## src/design/tamahi_pkg.sv

```systemverilog
// Shared types, constants and opcodes of the three-axis moving-average block.
`default_nettype none
package tamahi_pkg;

	localparam int WINDOW_LEN     = 10;
	localparam int GAIN_FRAC_BITS = 14;

	localparam int AXIS_W   = 16;
	localparam int GAIN_W   = 16;
	localparam int CORR_W   = AXIS_W + 1;
	localparam int PROD_W   = AXIS_W + GAIN_W + 1;
	localparam int SUM_W    = AXIS_W + $clog2(WINDOW_LEN) + 1;
	localparam int ABS_W    = $clog2(WINDOW_LEN * (2 ** (AXIS_W - 1)) + 1);
	localparam int MEAN_SHIFT = ABS_W + $clog2(WINDOW_LEN);
	localparam int MEAN_MULT  = (2 ** MEAN_SHIFT + WINDOW_LEN - 1) / WINDOW_LEN;
	localparam int MULT_W     = $clog2(MEAN_MULT + 1);
	localparam int SAT_MAX    = 2 ** (AXIS_W - 1) - 1;
	localparam int SAT_MIN    = -(2 ** (AXIS_W - 1));
	localparam int GAIN_RESET = 2 ** GAIN_FRAC_BITS;

	localparam int NUM_REGS = 3;
	localparam int REG_IDX_W = 2;
	localparam logic [REG_IDX_W-1:0] REG_INV_GAIN_X = 2'd0;
	localparam logic [REG_IDX_W-1:0] REG_INV_GAIN_Y = 2'd1;
	localparam logic [REG_IDX_W-1:0] REG_INV_GAIN_Z = 2'd2;

	typedef enum logic [2:0] {
		OP_SAMPLE    = 3'd0,
		OP_CAL_START = 3'd1,
		OP_CAL_END   = 3'd2,
		OP_LOAD_MIN  = 3'd3,
		OP_LOAD_MAX  = 3'd4
	} opcode_t;

	typedef struct packed {
		logic    ld_s1;
		logic    ld_s2;
		logic    ld_s3;
		logic    ld_s4;
		logic    ld_s5;
		logic    ld_s6;
		logic    push_s2;
		opcode_t op_s4;
		logic    track;
	} pipe_ctl_t;

	typedef struct packed {
		logic signed [AXIS_W-1:0] avg;
		logic signed [AXIS_W-1:0] lo;
		logic signed [AXIS_W-1:0] hi;
	} lane_res_t;

endpackage
`default_nettype wire

```

## src/design/tamahi_merge.sv

```systemverilog
// Output stage: joins the three lanes and applies the hard-iron offset.
`default_nettype none
module tamahi_merge (
	input  wire                                  clk,
	input  tamahi_pkg::pipe_ctl_t                ctl,
	input  tamahi_pkg::lane_res_t                res [3],
	output logic signed [tamahi_pkg::AXIS_W-1:0] mean_x,
	output logic signed [tamahi_pkg::AXIS_W-1:0] mean_y,
	output logic signed [tamahi_pkg::AXIS_W-1:0] mean_z,
	output logic signed [tamahi_pkg::CORR_W-1:0] corrected_x,
	output logic signed [tamahi_pkg::CORR_W-1:0] corrected_y,
	output logic signed [tamahi_pkg::CORR_W-1:0] corrected_z,
	output logic                                 calibrating
);

	localparam int AW = tamahi_pkg::AXIS_W;
	localparam int CW = tamahi_pkg::CORR_W;

	logic signed [CW-1:0] ext  [3];
	logic signed [CW-1:0] mid  [3];
	logic signed [CW-1:0] corr [3];
	logic signed [AW-1:0] mean_s6 [3];
	logic signed [CW-1:0] corr_s6 [3];
	logic                 cal_s6;

	always_comb begin
		for (int i = 0; i < 3; i++) begin
			ext[i]  = CW'(res[i].hi) + CW'(res[i].lo);
			mid[i]  = (ext[i] + $signed(CW'(ext[i][CW-1]))) >>> 1;
			corr[i] = CW'(res[i].avg) - mid[i];
		end
	end

	always_ff @(posedge clk) begin
		if (ctl.ld_s6) begin
			for (int i = 0; i < 3; i++) begin
				mean_s6[i] <= res[i].avg;
				corr_s6[i] <= corr[i];
			end
			cal_s6 <= ctl.track;
		end
	end

	assign mean_x      = mean_s6[0];
	assign mean_y      = mean_s6[1];
	assign mean_z      = mean_s6[2];
	assign corrected_x = corr_s6[0];
	assign corrected_y = corr_s6[1];
	assign corrected_z = corr_s6[2];
	assign calibrating = cal_s6;

endmodule
`default_nettype wire

```

## config.mk

```make
export PLATFORM = sky130hd
export DESIGN_NAME = tamahi_merge
export DESIGN_NICKNAME = d
export VERILOG_FILES = /design/src/design/tamahi_pkg.sv /design/src/design/tamahi_merge.sv
export SDC_FILE = /design/constraint.sdc
export NUM_CORES = 1
export LEC_CHECK = 0
export BUFFER_PORTS_ARGS = -buffer_cell sky130_fd_sc_hd__buf_4
export CAP_MARGIN = 15
export CORE_UTILIZATION = 40
export DETAILED_ROUTE_END_ITERATION = 8
export PLACE_DENSITY = 0.77
export SLEW_MARGIN = 20
export SYNTH_ARGS = -nofsm -noshare
export SYNTH_HDL_FRONTEND = slang
export SYNTH_SLANG_ARGS = --single-unit
```

## constraint.sdc

```tcl
create_clock -name clk -period 5.1 [get_ports clk]
set_input_delay 0.255 -clock clk [delete_from_list [all_inputs] [get_ports clk]]
set_output_delay 0.255 -clock clk [all_outputs]
set_load 0.01 [all_outputs]
```

* After elaboration in Yosys (flattened, before gate mapping)
Memories as Yosys holds them, arrays and structs flattened. Cells that the tools add are included. Widths: inputs -> output; s select.
Storage, ports and cells: latch bits 0, bits of input ports 156, bits in writable memories 99, bits in read-only memories 0, output and inout port bits 100, memories 2, bits in registers 1
Operators by class: bitwise operators 0, reductions and logical operators 0, multipliers 0, add/sub/neg operators 9, $lt $le $gt $ge 0, mux-type cells 2, eq/ne operators 0, div/mod/pow operators 0, shift operators 0
Memories:
- corr_s6 | depth 3, bits a word 17, read ports 3, clocked after Yosys merged registers in 0, wr ports 3, RTL line tamahi_merge.sv:23 | logic signed [CW-1:0] corr_s6 [3];
- mean_s6 | depth 3, bits a word 16, read ports 3, clocked after Yosys merged registers in 0, wr ports 3, RTL line tamahi_merge.sv:22 | logic signed [AW-1:0] mean_s6 [3];
Operators with widths (number):
- $add 16x16->17 | 3
- $add 17x2->17 | 3
- $sub 16x16->17 | 3
- $mux 1 | 2

* Longest topological paths before layout
depth after elaboration 3, mapped depth 24, mapped depth without buffers 24

* Worst setup path before layout
OpenSTA, ideal clock, no wires.
path type input to register, start input port res[0] (netlist bit), end memory corr_s6[0][48] (netlist bit), data pin, arrival 4.556 ns, path slack 0.285 ns, library setup time 0.259 ns, cell stages on the path 22, buffers on the path 0, cell sequence ha_1 -> fa_1 -> a21o_1 -> a21oi_1 -> o21bai_1 -> a21oi_1 -> o21ai_0 -> o21ai_0 -> and2_1 -> ha_1 -> xnor2_1 -> fa_1 -> a21o_1 -> a21oi_1 -> o21ai_0 -> a21o_1 -> a21oi_1 -> o21ai_0 -> o41ai_1 -> o21bai_1 -> a21oi_1 -> xnor2_1
RTL lines:
- start: declaration | RTL line tamahi_merge.sv:6 | input tamahi_pkg::lane_res_t res [3],
- end: declaration | RTL line tamahi_merge.sv:23

==> results.toml <==
[routing]
route.detailed.drc = 0
vias_per_cell = 5.086
routed_wl_um = 19030
post_drt_wl_per_cell_um = 14.04
ant_nets = 0
dr.pass1.iters = 7
via_count = 6891
drt_iter0_drc = 326

[placed_design]
dpl_cell_area_mm2 = 0.01049
io_buffer_count = 246
dp_hpwl_um = 15850
dp.cells = 1339
globalplace.congestion = 0.9018

[cts]
tritoncts = "built"
path_clk_slew_ps = 70
htree_levels = 3
cts_root_buffer = "clkbuf_16"
numClockSinks = 100
clockBufferDepth = 2
cts-buffers-inserted = 9

[synth]
synth_cells = 797
synthAdderAreaFrac = 0.1682
syn_area_per_cell_um2 = 10.14
synthMuxAreaShare = 0.001859
ys_seq_area_frac = 0.3717
synthSimpleGateAreaFrac = 0.1478
synth_top_area_frac = 0.3717
syn_area_mm2 = 0.008078
synthTopCellsByArea = "edfxtp_1 37%, ha_1 15%, xnor2_1 7.4%, xor2_1 5.1%, nor2_1 3.4%"
dominantRegCellSynth = "edfxtp_1"
yosys.area.top_type = "edfxtp_1"
ys_types = 71
synth_enable_flop_cells = 100
syn-num-nets = 1058
yosys-top-cells-count = "100 x edfxtp_1, 99 x ha_1, 73 x nor2_1"
synth_top_family_by_area = "adder cells"
synthArstFlopShare = 0
yosysMostFrequentCell = "edfxtp_1"
synthXorXnorAreaFrac = 0.1247
yosys_warnings = 0
synth_compound_area_frac = 0.1619
synth-seq-cells = 100

[sta]
rsz0062_at_grt = "false"
period_share = 0.9222
slew_viol_final = 0
max_slew.worst_pin.slew_ps = 769.5
relSlewSlack = 0.4870
fmax_mhz = 212.6
setup_viol = 0
fin_crit_ps = 4703
hold_viol = 0

[critical_path]
worst_ep_arrival_time_ps = 4790
critPathRequiredTime_ps = 5190
critPathMaxStageDelay_ps = 400
end_kind = "register"
crit_start = "res[0]"
path_max_fanout = 2
start_kind = "input port"
slowest_stage = "fa_1"
crit_path_frequent_cell = "a21oi_1"
worstSetupPathType = "in -> reg"

[final_layout]
drive_above_1_share = 0.2972
multi_input_area_mm2 = 0.004890
final_cells = 1355
final_area_mm2 = 0.01082
ff_latch_area_mm2 = 0.003003
fillers = 1761
area_growth_syn_to_layout_pct = 33.89
num_antenna_cells = 0
fin_nets = 1346

[grt]
grt_max_degree = 64
antenna_found_initial = 0
grt_use_total = 0.1840
grt_pass1_wl_um = 30010
grt-ovfl-total = 0
grt_pass1_vias = 6479

[status]
status = "finished, final reports clean"

[die]
design.die.area_mm2 = 0.02077
rows = 51
die_width_um = 144.1
io_pins = 256
start_util = 0.4110
fp.dieH_um = 144.1
design.core.area_mm2 = 0.01965

[min_path]
min-delay-start = "res[80]"
hp-class = "in -> reg"

[pwr]
worst_ir_drop_vdd_v = 0.0001362
p_leak_nw = 4.795
power_w = 0.003563
pwr_density_cell_mw_per_mm2 = 329.4

[job]
timing.max_cap.violations = 0
## critical path, delay by kind of cell
kind                     cells  cell delay [ps]
AO/OA/AOI/OAI               15             2670
adder cells (fa/ha/maj)      5             1310
AND/OR/NAND/NOR              1              160
buffers and inverters        3              340
XOR/XNOR                     1               80
## layout make-up
type                            instances  area share
Multi-Input combinational cell        648      0.4521
Clock buffer                           10     0.02117
Sequential cell                       100      0.2776
Tap cell                              265     0.03066
Clock inverter                          6    0.008098
Timing Repair Buffer                  280      0.1944
Inverter                               46     0.01596
## sequential cells by signal (all words and copies together), names as in the netlist
name         cells
corr_s6         51
mean_s6         48
calibrating      1
## stage by stage
stage	setup WS (ps)	TNS, ps	utilization	hold slack (ps)
2_1_floorplan	284.8	0	-	353.9
3_3_place_gp	-32.63	-32.63	0.5338	439.3
3_5_place_dp	-121.9	-289.0	0.5338	436.8
4_1_cts	212.3	0	0.5499	72.90
5_1_grt	27.48	0	0.5503	71.71
6_report	396.6	0	0.5503	88.65
## cell families after synthesis
group | count (synthesis)
buffers and inverters | 49
XOR/XNOR | 115
AO/OA/AOI/OAI | 194
adder cells (fa/ha/maj) | 105
multiplexers | 1
AND/OR/NAND/NOR | 233
flip-flops | 100
## metal layers
metal | global-route usage | vias to the layer above | wire [um]
li1 | - | 3534 | -
met1 | 0.2217 | 3166 | 8115
met2 | 0.3295 | 169 | 9638
met3 | 0.02815 | 22 | 890
met4 | 0.06663 | 0 | 382
met5 | 0 | - | 0
## cell usage in the layout (no fill, tap or decap), drive strengths merged, types with 13 or more instances in the layout
master,count
edfxtp,100
nor2,74
nand3,26
buf,280
inv,47
nand2,40
xnor2,68
nor2b,13
a21oi,54
ha,99
xor2,47
a21o,26
nor3,22
o21ai,39
## what timing repair did
action | 4_1_cts | 5_1_grt
endpoints found under the hold margin | 0 | 0
hold buffers | 0 | 0
buffers inserted | 0 | 0
gates resized for setup | 0 | 6
endpoints found under the setup margin | 0 | 7
## path summary, 6_finish.rpt
check,cells past startpoint,to
setup / recovery,25,corr_s6[0][48]$_DFFE_PP_
hold / removal,1,mean_s6[0][16]$_DFFE_PP_
## power breakdown
group / internal [W] / switching, W / total (W) / leakage, nW
sequential: 0.00114 / 0.0000440 / 0.00119 / 0.979
clock: 0.000430 / 0.000299 / 0.000729 / 0.147
combinational: 0.000822 / 0.000825 / 0.00165 / 3.67
No activity file was read; power rests on OpenSTA's default activity.
