$ cat src/design/tamahi_pkg.sv
// Shared types, constants and opcodes of the three-axis moving-average block.
`default_nettype none
package tamahi_pkg;

	localparam int WINDOW_LEN     = 10;
	localparam int GAIN_FRAC_BITS = 14;

	localparam int AXIS_W   = 16;
	localparam int GAIN_W   = 16;
	localparam int CORR_W   = AXIS_W + 1;
	localparam int PROD_W   = AXIS_W + GAIN_W + 1;
	localparam int SUM_W    = AXIS_W + $clog2(WINDOW_LEN) + 1;
	localparam int ABS_W    = $clog2(WINDOW_LEN * (2 ** (AXIS_W - 1)) + 1);
	localparam int MEAN_SHIFT = ABS_W + $clog2(WINDOW_LEN);
	localparam int MEAN_MULT  = (2 ** MEAN_SHIFT + WINDOW_LEN - 1) / WINDOW_LEN;
	localparam int MULT_W     = $clog2(MEAN_MULT + 1);
	localparam int SAT_MAX    = 2 ** (AXIS_W - 1) - 1;
	localparam int SAT_MIN    = -(2 ** (AXIS_W - 1));
	localparam int GAIN_RESET = 2 ** GAIN_FRAC_BITS;

	localparam int NUM_REGS = 3;
	localparam int REG_IDX_W = 2;
	localparam logic [REG_IDX_W-1:0] REG_INV_GAIN_X = 2'd0;
	localparam logic [REG_IDX_W-1:0] REG_INV_GAIN_Y = 2'd1;
	localparam logic [REG_IDX_W-1:0] REG_INV_GAIN_Z = 2'd2;

	typedef enum logic [2:0] {
		OP_SAMPLE    = 3'd0,
		OP_CAL_START = 3'd1,
		OP_CAL_END   = 3'd2,
		OP_LOAD_MIN  = 3'd3,
		OP_LOAD_MAX  = 3'd4
	} opcode_t;

	typedef struct packed {
		logic    ld_s1;
		logic    ld_s2;
		logic    ld_s3;
		logic    ld_s4;
		logic    ld_s5;
		logic    ld_s6;
		logic    push_s2;
		opcode_t op_s4;
		logic    track;
	} pipe_ctl_t;

	typedef struct packed {
		logic signed [AXIS_W-1:0] avg;
		logic signed [AXIS_W-1:0] lo;
		logic signed [AXIS_W-1:0] hi;
	} lane_res_t;

endpackage
`default_nettype wire

$ cat src/design/tamahi_lane.sv
// One axis lane: gain scaling, window with running sum, divide by length, extremes.
`default_nettype none
module tamahi_lane (
	input  wire                                     clk,
	input  wire                                     arst_n,
	input  tamahi_pkg::pipe_ctl_t                   ctl,
	input  wire        [tamahi_pkg::GAIN_W-1:0]     gain,
	input  wire signed [tamahi_pkg::AXIS_W-1:0]     axis,
	output tamahi_pkg::lane_res_t                   res
);

	localparam int AW = tamahi_pkg::AXIS_W;
	localparam int PW = tamahi_pkg::PROD_W;
	localparam int SW = tamahi_pkg::SUM_W;
	localparam int NW = tamahi_pkg::WINDOW_LEN;
	localparam int FB = tamahi_pkg::GAIN_FRAC_BITS;
	localparam int BW = tamahi_pkg::ABS_W;
	localparam int MW = tamahi_pkg::MULT_W;

	logic signed [tamahi_pkg::GAIN_W:0] gain_s;
	logic signed [PW-1:0]               prod_s1;
	logic signed [AW-1:0]               val_s1, val_s2, val_s3, val_s4;
	logic signed [PW-1:0]               bias;
	logic signed [PW-1:0]               quo;
	logic signed [AW-1:0]               scaled;
	logic signed [AW-1:0]               scaled_s2;
	logic signed [AW-1:0]               win_q [NW];
	logic signed [SW-1:0]               sum_q;
	logic signed [SW-1:0]               sum_next;
	logic        [SW-1:0]               sum_abs;
	logic        [BW+MW-1:0]            prod_s4;
	logic                               neg_s4;
	logic        [AW:0]                 qmag;
	logic signed [AW-1:0]               mean;
	logic signed [AW-1:0]               avg_q, lo_q, hi_q;

	assign gain_s = $signed({1'b0, gain});

	// truncate toward zero, then saturate
	assign bias   = prod_s1[PW-1] ? PW'((2 ** FB) - 1) : '0;
	assign quo    = (prod_s1 + bias) >>> FB;
	always_comb begin
		if (quo > PW'(tamahi_pkg::SAT_MAX)) begin
			scaled = AW'(tamahi_pkg::SAT_MAX);
		end else if (quo < PW'(tamahi_pkg::SAT_MIN)) begin
			scaled = AW'(tamahi_pkg::SAT_MIN);
		end else begin
			scaled = AW'(quo);
		end
	end

	assign sum_next = sum_q + SW'(scaled_s2) - SW'(win_q[0]);
	assign sum_abs  = sum_q[SW-1] ? SW'(-sum_q) : SW'(sum_q);

	assign qmag = (AW+1)'(prod_s4 >> tamahi_pkg::MEAN_SHIFT);
	assign mean = neg_s4 ? AW'(-qmag) : AW'(qmag);

	always_ff @(posedge clk) begin
		if (ctl.ld_s1) begin
			prod_s1 <= axis * gain_s;
			val_s1  <= axis;
		end
		if (ctl.ld_s2) begin
			scaled_s2 <= scaled;
			val_s2    <= val_s1;
		end
		if (ctl.ld_s3) begin
			val_s3 <= val_s2;
		end
		if (ctl.ld_s4) begin
			prod_s4 <= BW'(sum_abs) * MW'(tamahi_pkg::MEAN_MULT);
			neg_s4  <= sum_q[SW-1];
			val_s4  <= val_s3;
		end
	end

	always_ff @(posedge clk or negedge arst_n) begin
		if (!arst_n) begin
			for (int i = 0; i < NW; i++) begin
				win_q[i] <= '0;
			end
			sum_q <= '0;
			avg_q <= '0;
			lo_q  <= '0;
			hi_q  <= '0;
		end else begin
			if (ctl.ld_s3 && ctl.push_s2) begin
				for (int i = 0; i < NW - 1; i++) begin
					win_q[i] <= win_q[i+1];
				end
				win_q[NW-1] <= scaled_s2;
				sum_q       <= sum_next;
			end
			if (ctl.ld_s5) begin
				unique case (ctl.op_s4)
					tamahi_pkg::OP_SAMPLE: begin
						avg_q <= mean;
						if (ctl.track) begin
							if (lo_q > mean) lo_q <= mean;
							if (hi_q < mean) hi_q <= mean;
						end
					end
					tamahi_pkg::OP_CAL_START: begin
						lo_q <= '0;
						hi_q <= '0;
					end
					tamahi_pkg::OP_LOAD_MIN: lo_q <= val_s4;
					tamahi_pkg::OP_LOAD_MAX: hi_q <= val_s4;
					default: ;
				endcase
			end
		end
	end

	assign res.avg = avg_q;
	assign res.lo  = lo_q;
	assign res.hi  = hi_q;

endmodule
`default_nettype wire

$ cat config.mk
export PLATFORM = sky130hd
export DESIGN_NAME = tamahi_lane
export DESIGN_NICKNAME = d
export VERILOG_FILES = /design/src/design/tamahi_pkg.sv /design/src/design/tamahi_lane.sv
export SDC_FILE = /design/constraint.sdc
export NUM_CORES = 2
export LEC_CHECK = 0
export BUFFER_PORTS_ARGS = -buffer_cell sky130_fd_sc_hd__buf_2
export CORE_ASPECT_RATIO = 0.9
export CORE_MARGIN = 2
export CORE_UTILIZATION = 52
export CTS_CLUSTER_SIZE = 8
export DETAILED_ROUTE_END_ITERATION = 7
export GPL_TIMING_DRIVEN = 0
export PLACE_DENSITY = 0.72
export SYNTH_ARGS = -nofsm -noshare
export SYNTH_HDL_FRONTEND = slang
export SYNTH_SLANG_ARGS = --single-unit
export TNS_END_PERCENT = 50
$ cat constraint.sdc
create_clock -name clk -period 17.3 [get_ports clk]
set_input_delay 1.73 -clock clk [delete_from_list [all_inputs] [get_ports clk]]
set_output_delay 1.73 -clock clk [all_outputs]
set_load 0.03 [all_outputs]
**Word-level counts from Yosys, hierarchy flattened**

Index checks and enable logic that the tools add are counted.

- Add/subtract/negate cells: 5
- $mul: 2
- $lt $le $gt $ge: 4
- Equal/unequal tests: 6
- Mux-type cells: 10
- Reduce and logical (&&, ||, !) cells: 7

Operators by type and width:

| kind | count |
|---|---|
| $mux W16 | 6 |
| $pmux W16 S3 | 2 |
| $mul A19 B20 Y39 const B | 1 |
| $add A33 B15 Y33 | 1 |
| $mul A16 B17 Y33 | 1 |
| $add A21 B16 Y21 | 1 |
| $sub A21 B16 Y21 | 1 |
| $gt A19 B16 Y1 const B | 1 |
| $lt A19 B16 Y1 const B | 1 |
| $mux W19 | 1 |
| $neg A19 Y19 | 1 |
| $gt A16 B16 Y1 | 1 |
| $lt A16 B16 Y1 | 1 |
| $neg A16 Y16 | 1 |
| $mux W14 | 1 |
| $reduce_and A4 Y1 | 2 |
| $ne A2 B2 Y1 const B | 3 |
| $reduce_bool A3 Y1 | 2 |
| $eq A3 B1 Y1 const B | 1 |
| $eq A3 B2 Y1 const B | 1 |
| $eq A3 B3 Y1 const B | 1 |
| $logic_not A3 Y1 | 1 |
| $reduce_and A2 Y1 | 1 |
| $logic_and A1 B1 Y1 | 1 |

- Register bits: 382
- Input port bits: 45
- Output and inout bits: 48
- Word-level logic and storage cells: 56

**Depth between registers and ports, before layout**

- Depth in word-level cells: 6
- Gate-level depth with buffers: 28
- Depth with buffers taken out: 28

**Least setup slack after synthesis**

OpenSTA, ideal clock, no wires.

- Path kind: input port to flip-flop
- From: input gain[12] (netlist name)
- To: register prod_s1[32] (data pin)
- Library setup time: 260 ps
- Data arrival time: 7265 ps
- Data required time: 17040 ps
- Slack: 9775 ps
- Cell stages on the path: 23
- Path buffers: 1
- Cell sequence: clkbuf_1 nand2_1 fa_1 inv_1 fa_1 inv_1 fa_1 inv_1 fa_1 inv_1 fa_1 inv_1 fa_1 ha_1 a21o_1 a21o_1 a221oi_1 o221ai_1 o211ai_1 o21ai_0 a31o_2 a21oi_1 xnor2_1

- Word-level cells in the longest chain between the ends: 1

RTL lines:

| item | RTL line | RTL |
|---|---|---|
| from (decl) | tamahi_lane.sv:7 | `input wire [tamahi_pkg::GAIN_W-1:0] gain,` |
| $mul A16 B17 Y33 | tamahi_lane.sv:60 | `prod_s1 <= axis * gain_s;` |
| to (signal assigned) | tamahi_lane.sv:60 |  |
| to (decl) | tamahi_lane.sv:21 | `logic signed [PW-1:0] prod_s1;` |

No other way between the ends.
A chain may end at the register's enable or synchronous reset.

**Final worst setup path**

- From: input axis[1] (netlist name)
- To: register prod_s1[31] (data pin)

- Word-level cells in the longest chain between the ends: 1

RTL lines:

| item | RTL line | RTL |
|---|---|---|
| from (decl) | tamahi_lane.sv:8 | `input wire signed [tamahi_pkg::AXIS_W-1:0] axis,` |
| $mul A16 B17 Y33 | tamahi_lane.sv:60 |  |

No other way between the ends.

==> summary by stage <==
Flow run
The tool flagged a number of max-cap violations equal to 0.

Clock network
Counting every sink on the clock net gives 359. The hold-fix buffer count after cts is 0. The clock transition at the registers of the reported paths is 0.05 ns. The root buffer cell chosen for the clock tree is sky130_fd_sc_hd__clkbuf_16. The longest clock path from root to sink contains 3 buffers. The number of post-CTS setup repair buffers is 0. The clock latency on the worst-skew pair is 0.57 ns. In this run, post-CTS repair resized a total of 0 instances.

The TritonCTS clock tree is done. The H-tree depth is 2. Clock tree synthesis inserted a total of 51 buffers.

Worst setup path
The data required time of the critical path is approximately 18 ns. The worst reg-to-reg path cell count is 26. The startpoint of the worst register-to-register path is sum_q[0].

The terminus of the critical flop-to-flop path is prod_s4[37]. The worst setup slack for register-to-register paths is between 9 and 10 ns. Of all nets on the critical path, the largest fanout is 10.

STA classifies the critical path startpoint as an input port. The worst setup path is captured at a flop. The worst setup path is of the input port to flop kind.

The arrival time of the worst setup path is a little under 9 ns.

Placed design
The detailed placer's ending HPWL is about 57 mm. The cell area reported after detailed placement is about 32000 µm². During placement, the flow inserted port buffers numbering 91. The final RePlAce weighted congestion is approximately 0.94. The worst setup slack before clock tree synthesis is 8.32 ns.

Timing
The final worst slack is approximately 9 ns. Across the routed clock network, the largest skew measured is about 0.034 ns. The final critical-path required period is ~8.4 ns. The transition time at the pin with the least slew margin is 1.26 ns. Setup violations remaining at the end of the flow were counted as 0. The final period utilization is between 40 and 50%. The number of hold-slack violations in the final timing report is 0. Based on the critical path, the design can be clocked at up to 118 MHz. The relative slew slack is between 10 and 15%. In the final timing run, aggregate negative setup slack is 0 ns. The final-report max-slew violation count is 0. Setup repair after global routing left no endpoint under its margin.

Synthesis
By area the synthesized netlist is led by sky130_fd_sc_hd__fa_1, sky130_fd_sc_hd__dfrtp_1, sky130_fd_sc_hd__ha_1. The netlist uses 81 different library cells. After synthesis, the largest family of logic cells by area is adder cells. Of the total synthesized cell area, the portion taken by full adders, half adders and majority gates is between 30 and 40%. Counting flops with a built-in enable in the synthesized netlist gives 130. After Yosys synthesis, and, or, nand and nor cells account for roughly a tenth of the synthesized area. The synthesized area divided by synthesized cell count is 10.8 µm². In the synthesized netlist the async set-or-reset flop fraction comes to between 60% and 70%.

The most instantiated flip-flop cell in the synthesis netlist is sky130_fd_sc_hd__dfrtp_1. The synthesized area is 30200 µm². The synthesized design contains ~360 register bits.

The xor-xnor portion of the synthesized cell area is between 3 and 4%. Counting every net in the synthesized netlist gives roughly 3.5k. The synthesized netlist cell count is roughly 2.8k.

In this run the biggest area consumer among cell types represents 20.7% of the synthesized area. The cell taking the most area after synthesis is sky130_fd_sc_hd__fa_1. The share of cell area taken by muxes after synthesis is about 6.7%. Yosys printed 0 warnings. Summing the sequential cell areas from Yosys gives around a third of the chip area. The post-synthesis compound-gate area fraction is 7.07%.

Worst hold path
The path class of the lowest-slack min-delay path is flop to flop. The destination of the worst hold path is val_s2[7]. The cell depth of the worst hold path is 0. The launch instance of the worst min-delay path is val_s1[7].

Cells and area
Fill cells in the final layout number around 4.7k. The layout-stage area growth over the synthesis result is 9.49%. The most common cell after layout, fill and taps aside is sky130_fd_sc_hd__inv_1. The repair_antennas step left the layout with diodes totalling 0. The register ranked first by flip-flop count is win_q. Summing all multi-input logic gate instances after layout gives about 18000 µm². In the final layout, the share of cells above drive strength 1 is about an eighth. In the layout the commonest cells are sky130_fd_sc_hd__inv_1, sky130_fd_sc_hd__ha_1, sky130_fd_sc_hd__fa_1. Summing all non-filler instances in the final layout gives an area of ~33000 µm².

In the final layout, the registers with the most flip-flops are win_q x160, prod_s1 x33, sum_q x21. The register with the most flip-flops in the layout has 160 of them. In the final layout, flip-flops and latches occupy around 9600 µm². In the final design database the tool counted roughly 3.6k nets.

Global routing
The via count of the first global-routing pass came to 21.7k. After global routing the overflow that remains totals 0. Entering global routing, the biggest net connects around 120 pins. The wire length of the first global-routing pass is 115 mm. The global-route total usage across every layer is 24.3%. The initial antenna violation count was 1.

Floorplanning
The floorplan step defined a die boundary enclosing between 60000 and 70000 µm². In this run the standard cell core region covers ~57000 µm². The starting utilization of the core area is a little over half.

The floorplan has 83 rows. The floorplan step set the die height to ~230 µm. In this run the count of I/O pins placed on the die edge is slightly above 90. The die is roughly 260 µm wide.

Routing
Summed over all layers, the routed wires come to about 71 mm. The routed length per instance is roughly 19 µm. The via density per instance is roughly 5.5. The first detailed-routing pass took 5 iterations. The DRC violations left is 0. The via count of the routed design is between 20k and 25k.

The count of routing violations after the opening detailed-route iteration is approximately 1.3k. The residual antenna-violating net count after detailed routing is 0.

Run status
The run finished with clean final reports.
-- metal layers --
layer	track usage [%]	share of wire, %
met3	2.90	5.8
met4	7.80	3.2
met1	33.1	44
met2	40.9	47
met5	0	0
-- through the flow --
| stage | cells | hold WS [ns] | utilization [%] |
|---|---|---|---|
| floorplan | 2786 | 0.400 | - |
| global placement | 3642 | 0.404 | 55.3 |
| detailed placement | 3643 | 0.405 | 55.3 |
| CTS | 3716 | 0.416 | 57.8 |
| global route | 3716 | 0.425 | 57.8 |
| finish | 3716 | 0.414 | 57.8 |
-- how the worst max path moves through the flow --
stage,to,cells past startpoint,start
floorplan,prod_s1[32],23,gain[12]
global placement,prod_s1[31],23,axis[1]
detailed placement,prod_s1[31],23,axis[1]
CTS,prod_s1[31],23,axis[1]
global route,prod_s1[31],23,axis[1]
finish,prod_s1[31],23,axis[1]
-- logic make-up (layout without fill, tap and decap cells) --
group / after synthesis / count (layout)
compound gates: 332 / 332
simple gates: 576 / 576
mux: 180 / 180
flops: 359 / 359
buf+inv: 590 / 755
fa+ha+maj: 637 / 637
xor+xnor: 112 / 112
-- cell usage after synthesis (4+ instances only) --
cell                        number
sky130_fd_sc_hd__and2_1        107
sky130_fd_sc_hd__o211ai_1        5
sky130_fd_sc_hd__o41ai_1         6
sky130_fd_sc_hd__o21ai_0       136
sky130_fd_sc_hd__nor3_1         18
sky130_fd_sc_hd__o31ai_1        10
sky130_fd_sc_hd__a21o_1         43
sky130_fd_sc_hd__nor2b_1        11
sky130_fd_sc_hd__and4_1          4
sky130_fd_sc_hd__nand2_1       262
sky130_fd_sc_hd__mux2_2        177
sky130_fd_sc_hd__a31oi_1         6
sky130_fd_sc_hd__nor3b_1         5
sky130_fd_sc_hd__inv_1         511
sky130_fd_sc_hd__o21a_1          9
sky130_fd_sc_hd__nand2b_1       27
sky130_fd_sc_hd__a2111oi_0       5
sky130_fd_sc_hd__a211o_1         5
sky130_fd_sc_hd__a21oi_1        48
sky130_fd_sc_hd__nand3_1        37
sky130_fd_sc_hd__dfrtp_1       229
sky130_fd_sc_hd__xnor2_1        65
sky130_fd_sc_hd__xor2_1         41
sky130_fd_sc_hd__and3_1          4
sky130_fd_sc_hd__fa_1          312
sky130_fd_sc_hd__or2_2           5
sky130_fd_sc_hd__nor2_1         52
sky130_fd_sc_hd__clkbuf_1       68
sky130_fd_sc_hd__buf_1           5
sky130_fd_sc_hd__nand4_1        17
sky130_fd_sc_hd__a211oi_1       11
sky130_fd_sc_hd__or3_1           9
sky130_fd_sc_hd__buf_2           4
sky130_fd_sc_hd__o2111ai_1       5
sky130_fd_sc_hd__ha_1          325
sky130_fd_sc_hd__edfxtp_1      130
-- critical path, stage by stage --
cell	delay (ns)
sky130_fd_sc_hd__buf_2	0.21
sky130_fd_sc_hd__clkbuf_1	0.50
sky130_fd_sc_hd__nand2_1	0.16
sky130_fd_sc_hd__fa_1	0.56
sky130_fd_sc_hd__inv_1	0.05
sky130_fd_sc_hd__fa_1	0.53
sky130_fd_sc_hd__inv_1	0.06
sky130_fd_sc_hd__fa_1	0.50
sky130_fd_sc_hd__fa_1	0.54
sky130_fd_sc_hd__inv_1	0.05
sky130_fd_sc_hd__fa_1	0.47
sky130_fd_sc_hd__inv_1	0.05
sky130_fd_sc_hd__fa_1	0.47
sky130_fd_sc_hd__inv_1	0.04
sky130_fd_sc_hd__ha_1	0.39
sky130_fd_sc_hd__and3_1	0.20
sky130_fd_sc_hd__a31oi_1	0.16
sky130_fd_sc_hd__a2111oi_0	1.08
sky130_fd_sc_hd__o21ai_0	0.25
sky130_fd_sc_hd__a21oi_1	0.29
sky130_fd_sc_hd__o21ai_0	0.18
sky130_fd_sc_hd__o21ai_0	0.23
sky130_fd_sc_hd__xor2_1	0.08
-- final cells by class --
| class | count | area share [%] |
|---|---|---|
| clock buffers | 69 | 4.13 |
| clock inverters | 4 | 0.155 |
| plain buffers | 79 | 0.934 |
| flip-flops and latches | 359 | 29.1 |
| multi-input cells | 1837 | 55.5 |
| well taps | 765 | 2.89 |
| inverters | 511 | 5.80 |
| repair buffers | 92 | 1.49 |
Power is not shown: default switching activity piles up to over one toggle a cycle in this logic, so the estimate is an artifact.
